`config.mk`:
```
export PLATFORM = sky130hd
export DESIGN_NAME = radix_number_formatter_top
export DESIGN_NICKNAME = d
export VERILOG_FILES = /design/src/design/rnf_pkg.sv /design/src/design/radix_number_formatter_top.sv
export VERILOG_INCLUDE_DIRS = /design/src /design/src/design
export SDC_FILE = /design/constraint.sdc
export NUM_CORES = 1
export LEC_CHECK = 0
export BUFFER_PORTS_ARGS = -buffer_cell sky130_fd_sc_hd__buf_4
export CORE_MARGIN = 4
export CORE_UTILIZATION = 40
export DETAILED_ROUTE_END_ITERATION = 8
export SLEW_MARGIN = 20
export SYNTH_ARGS = -nofsm -noshare
export SYNTH_HDL_FRONTEND = slang
export SYNTH_SLANG_ARGS = --single-unit
```
`constraint.sdc`:
```
create_clock -name clk -period 4.2 [get_ports clk]
set_input_delay 0.21 -clock clk [delete_from_list [all_inputs] [get_ports clk]]
set_output_delay 0.21 -clock clk [all_outputs]
set_load 0.005 [all_outputs]
```
`src/design/radix_number_formatter_top_macros.svh`:
```
// Assertion macros shared by the radix formatter RTL
`ifndef RADIX_NUMBER_FORMATTER_TOP_MACROS_SVH
`define RADIX_NUMBER_FORMATTER_TOP_MACROS_SVH

// Checked property, off while reset is asserted
`define RNF_ASSERT(lbl, prop, msg) \
    lbl: assert property (@(posedge clk) disable iff (!rst_n) prop) else $error(msg);

// Checked property that also holds during reset
`define RNF_ASSERT_ALWAYS(lbl, prop, msg) \
    lbl: assert property (@(posedge clk) prop) else $error(msg);

`endif

```
`src/design/rnf_pkg.sv`:
```
// Types, constants and helper functions for the radix number formatter
package rnf_pkg;

    localparam int unsigned VALUE_W = 32;
    localparam int unsigned BCD_DIGITS = 10;
    localparam int unsigned BCD_W = 4 * BCD_DIGITS;
    localparam int unsigned WORK_W = 44;
    localparam int unsigned COUNT_W = 6;
    localparam int unsigned ITER_W = 5;

    localparam logic [7:0] CH_ZERO = 8'd48;
    localparam logic [7:0] CH_ALPHA = 8'd55;
    localparam logic [7:0] CH_MINUS = 8'd45;

    localparam logic [COUNT_W-1:0] HEX_DIGITS = 6'd8;
    localparam logic [COUNT_W-1:0] OCT_DIGITS = 6'd11;
    localparam logic [COUNT_W-1:0] DEC_DIGITS = 6'd10;
    localparam logic [COUNT_W-1:0] MAX_BITS = 6'd32;

    typedef enum logic [2:0] {
        CMD_UDEC = 3'd0,
        CMD_SDEC = 3'd1,
        CMD_HEX  = 3'd2,
        CMD_OCT  = 3'd3,
        CMD_BIN  = 3'd4
    } cmd_t;

    typedef enum logic [4:0] {
        ST_IDLE = 5'b00001,
        ST_CONV = 5'b00010,
        ST_SKIP = 5'b00100,
        ST_SIGN = 5'b01000,
        ST_EMIT = 5'b10000
    } state_t;

    // ASCII for one digit, upper-case letters above nine
    function automatic logic [7:0] digit_char(input logic [3:0] d);
        logic [7:0] ch;
        if (d < 4'd10)
        begin
            ch = CH_ZERO + {4'd0, d};
        end
        else
        begin
            ch = CH_ALPHA + {4'd0, d};
        end
        return ch;
    endfunction

    // Add three to every BCD digit of five or more ahead of the next shift
    function automatic logic [BCD_W-1:0] dabble_adjust(input logic [BCD_W-1:0] bcd);
        logic [BCD_W-1:0] res;
        res = bcd;
        for (int i = 0; i < BCD_DIGITS; i++)
        begin
            if (bcd[4*i +: 4] >= 4'd5)
            begin
                res[4*i +: 4] = bcd[4*i +: 4] + 4'd3;
            end
        end
        return res;
    endfunction

endpackage

```
`src/design/radix_number_formatter_top.sv`:
```
// Radix number formatter: binary value to ASCII digits, one character per transfer
//
//   channel  direction  handshake                 payload
//   in       sink       in_valid / in_stall       command, value, bit_count
//   out      source     out_valid / out_stall     character, last
//
// Decimal: accept, then the shift-add-3 conversion, then leading-zero skip, then one
// character per cycle (sign included) when not stalled. Hex and octal skip the
// conversion; binary goes straight to emitting bit_count bits (at most 32, none if
// zero). in_stall is high from the accepting edge until the final character is loaded.
// Reset clears sequencer and out_valid; out_stall holds output, sign and emit steps.
`include "radix_number_formatter_top_macros.svh"

module radix_number_formatter_top
    import rnf_pkg::*;
(
    input  logic         clk,
    input  logic         rst_n,
    input  logic         in_valid,
    output logic         in_stall,
    input  logic [2:0]   command,
    input  logic [31:0]  value,
    input  logic [5:0]   bit_count,
    output logic         out_valid,
    input  logic         out_stall,
    output logic [7:0]   character,
    output logic         last
);

    state_t               state_reg, state_next;
    cmd_t                 cmd_reg, cmd_next;
    logic                 neg_reg, neg_next;
    logic [WORK_W-1:0]    work_reg, work_next;
    logic [VALUE_W-1:0]   src_reg, src_next;
    logic [COUNT_W-1:0]   count_reg, count_next;
    logic [ITER_W-1:0]    iter_reg, iter_next;
    logic                 out_valid_reg, out_valid_next;
    logic [7:0]           char_reg, char_next;
    logic                 last_reg, last_next;

    logic                 in_xfer;
    logic                 out_free;
    logic                 load_out;
    logic [3:0]           top_digit;
    logic [WORK_W-1:0]    work_shift;
    logic [BCD_W-1:0]     bcd_adj;
    logic [BCD_W+VALUE_W-1:0] dabble_shift;
    logic [COUNT_W-1:0]   bin_n;
    logic [COUNT_W-1:0]   bin_shamt;
    logic [VALUE_W-1:0]   bin_aligned;

    assign in_stall  = (state_reg != ST_IDLE);
    assign in_xfer   = in_valid && !in_stall;
    assign out_free  = !out_valid_reg || !out_stall;
    assign out_valid = out_valid_reg;
    assign character = char_reg;
    assign last      = last_reg;

    // Leading digit and digit shift depend on the radix of the item in flight
    always_comb
    begin
        unique case (cmd_reg)
            CMD_OCT:
            begin
                top_digit  = {1'b0, work_reg[WORK_W-1 -: 3]};
                work_shift = work_reg << 3;
            end
            CMD_BIN:
            begin
                top_digit  = {3'd0, work_reg[WORK_W-1]};
                work_shift = work_reg << 1;
            end
            default:
            begin
                top_digit  = work_reg[WORK_W-1 -: 4];
                work_shift = work_reg << 4;
            end
        endcase
    end

    assign bcd_adj      = dabble_adjust(work_reg[WORK_W-1 -: BCD_W]);
    assign dabble_shift = {bcd_adj, src_reg} << 1;

    assign bin_n       = (bit_count > MAX_BITS) ? MAX_BITS : bit_count;
    assign bin_shamt   = MAX_BITS - bin_n;
    assign bin_aligned = value << bin_shamt;

    always_comb
    begin
        state_next = state_reg;
        cmd_next   = cmd_reg;
        neg_next   = neg_reg;
        work_next  = work_reg;
        src_next   = src_reg;
        count_next = count_reg;
        iter_next  = iter_reg;
        load_out   = 1'b0;
        char_next  = char_reg;
        last_next  = last_reg;

        unique case (state_reg)
            ST_IDLE:
            begin
                if (in_xfer)
                begin
                    cmd_next  = cmd_t'(command);
                    neg_next  = 1'b0;
                    iter_next = '0;
                    unique case (command)
                        CMD_UDEC:
                        begin
                            src_next   = value;
                            work_next  = '0;
                            state_next = ST_CONV;
                        end
                        CMD_SDEC:
                        begin
                            neg_next   = value[VALUE_W-1];
                            src_next   = value[VALUE_W-1] ? (~value + 32'd1) : value;
                            work_next  = '0;
                            state_next = ST_CONV;
                        end
                        CMD_HEX:
                        begin
                            work_next  = {value, 12'd0};
                            count_next = HEX_DIGITS;
                            state_next = ST_SKIP;
                        end
                        CMD_OCT:
                        begin
                            work_next  = {1'b0, value, 11'd0};
                            count_next = OCT_DIGITS;
                            state_next = ST_SKIP;
                        end
                        CMD_BIN:
                        begin
                            work_next  = {bin_aligned, 12'd0};
                            count_next = bin_n;
                            if (bin_n != '0)
                            begin
                                state_next = ST_EMIT;
                            end
                        end
                        default:
                        begin
                            // unused codes produce nothing
                            state_next = ST_IDLE;
                        end
                    endcase
                end
            end
            ST_CONV:
            begin
                work_next = {dabble_shift[BCD_W+VALUE_W-1 -: BCD_W], 4'd0};
                src_next  = dabble_shift[VALUE_W-1:0];
                iter_next = iter_reg + 5'd1;
                if (iter_reg == '1)
                begin
                    count_next = DEC_DIGITS;
                    state_next = ST_SKIP;
                end
            end
            ST_SKIP:
            begin
                // drop leading zeros, keeping at least one digit
                if ((count_reg > 6'd1) && (top_digit == 4'd0))
                begin
                    work_next  = work_shift;
                    count_next = count_reg - 6'd1;
                end
                else if (neg_reg)
                begin
                    state_next = ST_SIGN;
                end
                else
                begin
                    state_next = ST_EMIT;
                end
            end
            ST_SIGN:
            begin
                if (out_free)
                begin
                    load_out   = 1'b1;
                    char_next  = CH_MINUS;
                    last_next  = 1'b0;
                    state_next = ST_EMIT;
                end
            end
            ST_EMIT:
            begin
                if (out_free)
                begin
                    load_out   = 1'b1;
                    char_next  = digit_char(top_digit);
                    last_next  = (count_reg == 6'd1);
                    work_next  = work_shift;
                    count_next = count_reg - 6'd1;
                    if (count_reg == 6'd1)
                    begin
                        state_next = ST_IDLE;
                    end
                end
            end
            default:
            begin
                state_next = ST_IDLE;
            end
        endcase
    end

    always_comb
    begin
        if (load_out)
        begin
            out_valid_next = 1'b1;
        end
        else if (!out_stall)
        begin
            out_valid_next = 1'b0;
        end
        else
        begin
            out_valid_next = out_valid_reg;
        end
    end

    always_ff @(posedge clk or negedge rst_n)
    begin
        if (!rst_n)
        begin
            state_reg     <= ST_IDLE;
            cmd_reg       <= CMD_UDEC;
            neg_reg       <= 1'b0;
            count_reg     <= '0;
            iter_reg      <= '0;
            out_valid_reg <= 1'b0;
        end
        else
        begin
            state_reg     <= state_next;
            cmd_reg       <= cmd_next;
            neg_reg       <= neg_next;
            count_reg     <= count_next;
            iter_reg      <= iter_next;
            out_valid_reg <= out_valid_next;
        end
    end

    always_ff @(posedge clk)
    begin
        work_reg <= work_next;
        src_reg  <= src_next;
        char_reg <= char_next;
        last_reg <= last_next;
    end

    `RNF_ASSERT(a_dec_starts_conv,
        (in_xfer && (command == CMD_UDEC || command == CMD_SDEC)) |=> (state_reg == ST_CONV),
        "decimal item did not start conversion")

    `RNF_ASSERT(a_conv_ends_in_skip,
        (state_reg == ST_CONV && iter_reg == '1) |=> (state_reg == ST_SKIP && count_reg == DEC_DIGITS),
        "conversion did not hand over to digit skip")

    `RNF_ASSERT(a_sign_char,
        (state_reg == ST_SIGN && out_free) |=> (out_valid && character == CH_MINUS && !last),
        "minus sign not presented ahead of digits")

    `RNF_ASSERT(a_last_ends_item,
        (state_reg == ST_EMIT && out_free && count_reg == 6'd1) |=>
            (state_reg == ST_IDLE && out_valid && last),
        "final character did not close the item")

    `RNF_ASSERT_ALWAYS(a_count_live,
        (state_reg == ST_EMIT || state_reg == ST_SKIP) |-> (count_reg != '0),
        "digit count empty while digits pending")

endmodule
```
# Yosys cells after proc, flatten, opt, wreduce, memory -nomap -nowiden
# Cells that the tools add are included.
# op_classes
addsub	16
order_cmp	13
n_eq_ne	26
shift	1
muxes	52
bitwise	1
n_reduce_logical	22
# ops
cell	count
44-bit one-hot mux with 4 select lines	2
44-bit two-way mux	3
32-bit one-hot mux with 2 select lines	2
44-bit one-hot mux with 2 select lines	1
32-bit two-way mux	2
5-bit two-way mux	9
4-bit by 3-bit >= comparator with 1-bit output (second input constant)	10
4-bit by 2-bit adder with 4-bit output (second input constant)	9
4-bit two-way mux	9
32-bit by 1-bit adder with 32-bit output (second input constant)	1
32-bit inverter	1
32-bit by 6-bit left shift with 32-bit output	1
6-bit two-way mux	5
5-bit one-hot mux with 5 select lines	1
6-bit one-hot mux with 4 select lines	1
6-bit one-hot mux with 3 select lines	1
8-bit two-way mux	2
8-bit one-hot mux with 2 select lines	1
5-bit one-hot mux with 3 select lines	1
6-bit by 4-bit adder with 7-bit output (first input constant)	2
2-bit inequality test (second input constant)	7
5-bit == test (second input constant)	2
5-bit one-hot mux with 2 select lines	1
3-bit by 2-bit == test with 1-bit output (second input constant)	3
other kinds (39)	54
# totals
reg_bits	106
out_inout_bits	11
wordCells	141

# Depth between registers and ports, before layout
# depth
word_depth	7
ltp_mapped	15

# Worst setup path before layout
# Ideal clock, no wire load.
# synth_path
path_type	flip-flop to flip-flop
from	reg cmd_reg[0]
to	reg count_reg[3]
arrival_ns	3.751
required_ns	4.075
setup_slack_ns	0.324
path_stages_with_launch	13
n_path_buf	3
path_cell_list	dfrtp_1 -> clkbuf_1 -> nand3b_1 -> clkbuf_1 -> clkbuf_1 -> nor2_1 -> a221oi_1 -> ha_1 -> o211ai_1 -> a2111o_1 -> inv_1 -> nand2_1 -> mux2_2
# synth_between
elab_chain_len	6
elab_cells_between_ends	7
# synth_rtl
element	line_no	source
start: declaration	radix_number_formatter_top.sv:31	cmd_t cmd_reg, cmd_next;
start signal: assignment	radix_number_formatter_top.sv:242	cmd_reg <= cmd_next;
3-bit == test / 3-bit by 2-bit == test with 1-bit output (equally long branches)	radix_number_formatter_top.sv:62	unique case (cmd_reg)
4-bit one-hot mux with 2 select lines *	radix_number_formatter_top.sv:62	
4-bit logical NOT *	radix_number_formatter_top.sv:166	if ((count_reg > 6'd1) && (top_digit == 4'd0))
1-bit logical AND *	radix_number_formatter_top.sv:166	
2-bit inequality test (no line) *	--	
6-bit AND reduction (no line) *	--	
end signal: assignment	radix_number_formatter_top.sv:244	count_reg <= count_next;
end: declaration	radix_number_formatter_top.sv:35	logic [COUNT_W-1:0] count_reg, count_next;
# Mark *: on every way between the ends. The rest lies on a longest branch, timed or not.
# A chain may end at the register's enable or synchronous reset.

# Worst setup path after layout
# layout_path
from	reg cmd_reg[1]
to	reg work_reg[8] (enable)
# layout_between
elab_chain_len	6
elab_cells_between_ends	7
# layout_rtl
element	line_no	source
3-bit == test / 3-bit by 2-bit == test with 1-bit output (equally long branches)	radix_number_formatter_top.sv:62	
4-bit one-hot mux with 2 select lines *	radix_number_formatter_top.sv:62	
4-bit logical NOT *	radix_number_formatter_top.sv:166	
1-bit logical AND *	radix_number_formatter_top.sv:166	
2-bit inequality test (no line) *	--	
5-bit AND reduction (no line) *	--	
end signal: assignment	radix_number_formatter_top.sv:252	work_reg <= work_next;
end: declaration	radix_number_formatter_top.sv:33	logic [WORK_W-1:0] work_reg, work_next;
# Marks and branches as above.

==> summary.md <==
| Metric | Value |
|---|---|
| Kind of end point of the critical path | `flop` |
| Number of buffers inserted to repair setup after CTS | `0` |
| Ratio of total power to cell area | `between 500 and 600 nW/um2` |
| Diodes inserted | `0` |
| Number of hold violations in the final report | `0` |
| Per-cell routed wire length | `between 20 and 25 um` |
| Overall power | `6.00 mW` |
| Final setup violating endpoints | `0` |
| Global-route wire length before repair | `roughly 47 mm` |
| Routability-driven placement congestion ratio | `approximately 0.98` |
| Die W | `~160 um` |
| Status | `completed` |
| Starting density of the core | `between 40% and 50%` |
| Port-buffer cells | `54` |
| Static Leakage | `approximately 3.9 nW` |
| Proportion of layout cells with a drive suffix above 1 | `13.4%` |
| Flip-flop count of the largest register after layout | `40` |
| DP Wirelength | `21.2 mm` |
| Unrepaired setup endpoints after global routing | `no` |
| I/O pin cnt | `56` |
| Worst skew pair latency | `0.36 ns` |
| Final Critical Period | `roughly 3.4 ns` |
| Sequential area share after synthesis | `between 30% and 40%` |
| Instance count of the mapped netlist | `1103` |
| Count of hold-fix buffers inserted at cts | `1` |
| VDD IR max | `approximately 0.00025 V` |
| Core ar. | `about 24000 um2` |
| Maximum Capacitance Violations | `0` |
| CTS tree | `done` |
| CTS-repair resized insts | `0` |
| Vias per std cell | `approximately 6.1` |
| Global routing usage summed across all routing layers | `roughly 22%` |
| Initial detailed-routing violation count | `around 800` |
| Share of flip-flops with an asynchronous set or reset after synthesis | `20.8%` |
| Synthesized Nets | `around 1200` |
| Max Root-Sink Buffers | `2` |
| Primary FF master, synth | `edfxtp_1` |
| Post-Layout Cell Count | `1420` |
| # clock sinks | `~100` |
| Most common library cell in the layout ignoring fill and taps | `nand2_1` |
| Final global-route overflow total | `0` |
| # H-tree levels | `3` |
| Yosys cell types | `85` |
| Area grow syn2layout | `8.57%` |
| Vias in the first global route | `a little over 8000` |
| Post-DRT Antenna Nets | `0` |
| Startpoint types | `flop` |
| Row cnt | `56` |
| Hold Crit Class | `primary input to flop` |
| Arrival time at the worst endpoint | `around 3.4 ns` |
| Number of vias after detailed routing | `8624` |
| Crit share post-route | `80.0%` |
| Number of enable-type register cells in the synthesized netlist | `80` |
| Worst hold margin | `approximately 0.15 ns` |
| Root buffer selected by CTS | `clkbuf_16` |
| Largest fanout of any net on the critical path | `20` |
| Pin count of the biggest net entering global routing | `52` |
| Mean instance size in the synthesized netlist | `approximately 8.7 um2` |
| Upper clock frequency limit | `around 300 MHz` |
| Total wirelength of the detailed-routed design | `29.0 mm` |
| Tightest Pin Transition | `0.986 ns` |
| Final-layout setup total negative slack | `0 ns` |
| Number of buffers inserted during clock tree synthesis | `9` |
| Area of the mapped netlist | `about 9600 um2` |
| Yosys warns | `0` |
| Total die area | `about 27000 um2` |
| Most frequent cells in the layout | `nand2_1 (128), a21oi_1 (83), nor2_1 (81), edfxtp_1 (80), buf_4 (76)` |
| Pins Over Slew Limit | `0` |
| Die Y-Extent | `between 150 and 200 um` |
| Worst clock skew on the final layout | `~0.017 ns` |
| Final nets | `approximately 1200` |
| Total instance count after detailed placement | `between 1000 and 1500` |
| Antenna violations before repair | `0` |
| Type of the setup path with the least slack | `flop to flop` |
| Slew HR | `between 30 and 40%` |
| Number of remaining DRC errors | `0` |
| Number of synthesized register bits | `~100` |
| Number of iterations in the first detailed-routing pass | `6` |
| Clk slew on worst S/H paths | `0.08 ns` |
| Required time at the worst-slack endpoint | `4.24 ns` |
==> cell families after synthesis <==
| family | Yosys count | synth area share [%] |
|---|---|---|
| adders and majority gates | 28 | 3.65 |
| muxes | 98 | 13.9 |
| and+or+nand+nor | 362 | 18.3 |
| DFF | 101 | 30.5 |
| buffers and inverters | 139 | 6.92 |
| xor gates and xnor gates | 45 | 4.19 |
| AOI/OAI and AO/OA | 329 | 22.4 |
| other | 1 | 0.0391 |
==> final timing paths <==
| check | start | endpoint | slack [ns] | depth (start not counted) |
|---|---|---|---|---|
| max | cmd_reg[1] | work_reg[8] | 0.84 | 8 |
| min | command[2] | cmd_reg[2] | 0.15 | 2 |
| max reg2reg | cmd_reg[1] | work_reg[8] | 0.84 | 8 |
| min reg2reg | iter_reg[2] | iter_reg[2] | 0.52 | 1 |
| max in group asynchronous | rst_n | state_reg[0] | 3.65 | 2 |
| min in group asynchronous | rst_n | iter_reg[0] | 0.26 | 2 |
==> synth_stat cells, drive strengths merged (4+ instances only) <==
| cell | count | area (um2) |
|---|---|---|
| nor4 | 10 | 68.8 |
| a21o | 5 | 37.5 |
| nand3 | 30 | 150 |
| nor3b | 15 | 113 |
| mux2i | 63 | 631 |
| nor3 | 25 | 130 |
| and3 | 6 | 40.0 |
| or4 | 4 | 33.8 |
| o21ai | 76 | 380 |
| a22oi | 13 | 97.6 |
| nand2b | 20 | 125 |
| ha | 28 | 350 |
| a31oi | 11 | 68.8 |
| xnor2 | 29 | 254 |
| mux2 | 8 | 90.1 |
| a221oi | 18 | 164 |
| nor2b | 13 | 88.8 |
| o22ai | 33 | 206 |
| buf | 33 | 184 |
| a21oi | 84 | 420 |
| o211ai | 15 | 113 |
| or3 | 5 | 36.3 |
| dfrtp | 20 | 500 |
| nand2 | 128 | 480 |
| mux4 | 27 | 616 |
| edfxtp | 80 | 2400 |
| clkbuf | 61 | 300 |
| a221o | 5 | 50.1 |
| and2 | 5 | 31.3 |
| nand4 | 5 | 31.3 |
| nor2 | 82 | 308 |
| a211oi | 4 | 30.0 |
| nor4b | 4 | 35.0 |
| o22a | 5 | 43.8 |
| inv | 43 | 161 |
| o31ai | 9 | 72.6 |
| xor2 | 16 | 148 |
| o221ai | 16 | 140 |
==> worst max-delay path: stages, from the launching register on <==
cell and delay [ns]:
dfrtp_1 0.62, and3b_1 0.42, nor2_2 0.08, a221oi_1 0.39, ha_1 0.23, o211ai_1 0.10, a2111o_1 0.48, inv_1 0.33
buf_4 0.36
==> area by class of cell <==
| class | count | area [um2] |
|---|---|---|
| Clock buffer | 10 | 229 |
| Clock inverter | 6 | 51.3 |
| Fill cell | 2346 | 13100 |
| Inverter | 43 | 161 |
| Multi-Input combinational cell | 863 | 6040 |
| Sequential cell | 101 | 2930 |
| Tap cell | 319 | 399 |
| Timing Repair Buffer | 78 | 608 |
==> layer usage <==
| metal | track usage (%) | vias up | routed length (um) |
|---|---|---|---|
| met4 | 5.60 | 0 | 563 |
| met2 | 33.2 | 307 | 13100 |
| met1 | 33.4 | 4151 | 13700 |
| met5 | 0 | - | 0 |
| li1 | - | 4125 | - |
| met3 | 2.58 | 41 | 1620 |
==> metrics by stage <==
stage               setup WS, ns  instance area, um2  utilization (%)
detailed placement         0.802               10100             42.9
CTS                        0.836               10400             44.1
finish                     0.839               10400             44.2
global route               0.561               10400             44.2
global placement           0.926               10100             42.9
floorplan                  0.324                9590                -
==> power breakdown <==
part	internal, mW	switching, mW	leakage, nW
combinational	1.23	1.82	2.71
clock	0.415	0.433	0.140
sequential	1.60	0.512	1.02
total	3.24	2.76	3.87
Note: power is estimated with default switching activity, not from simulation.
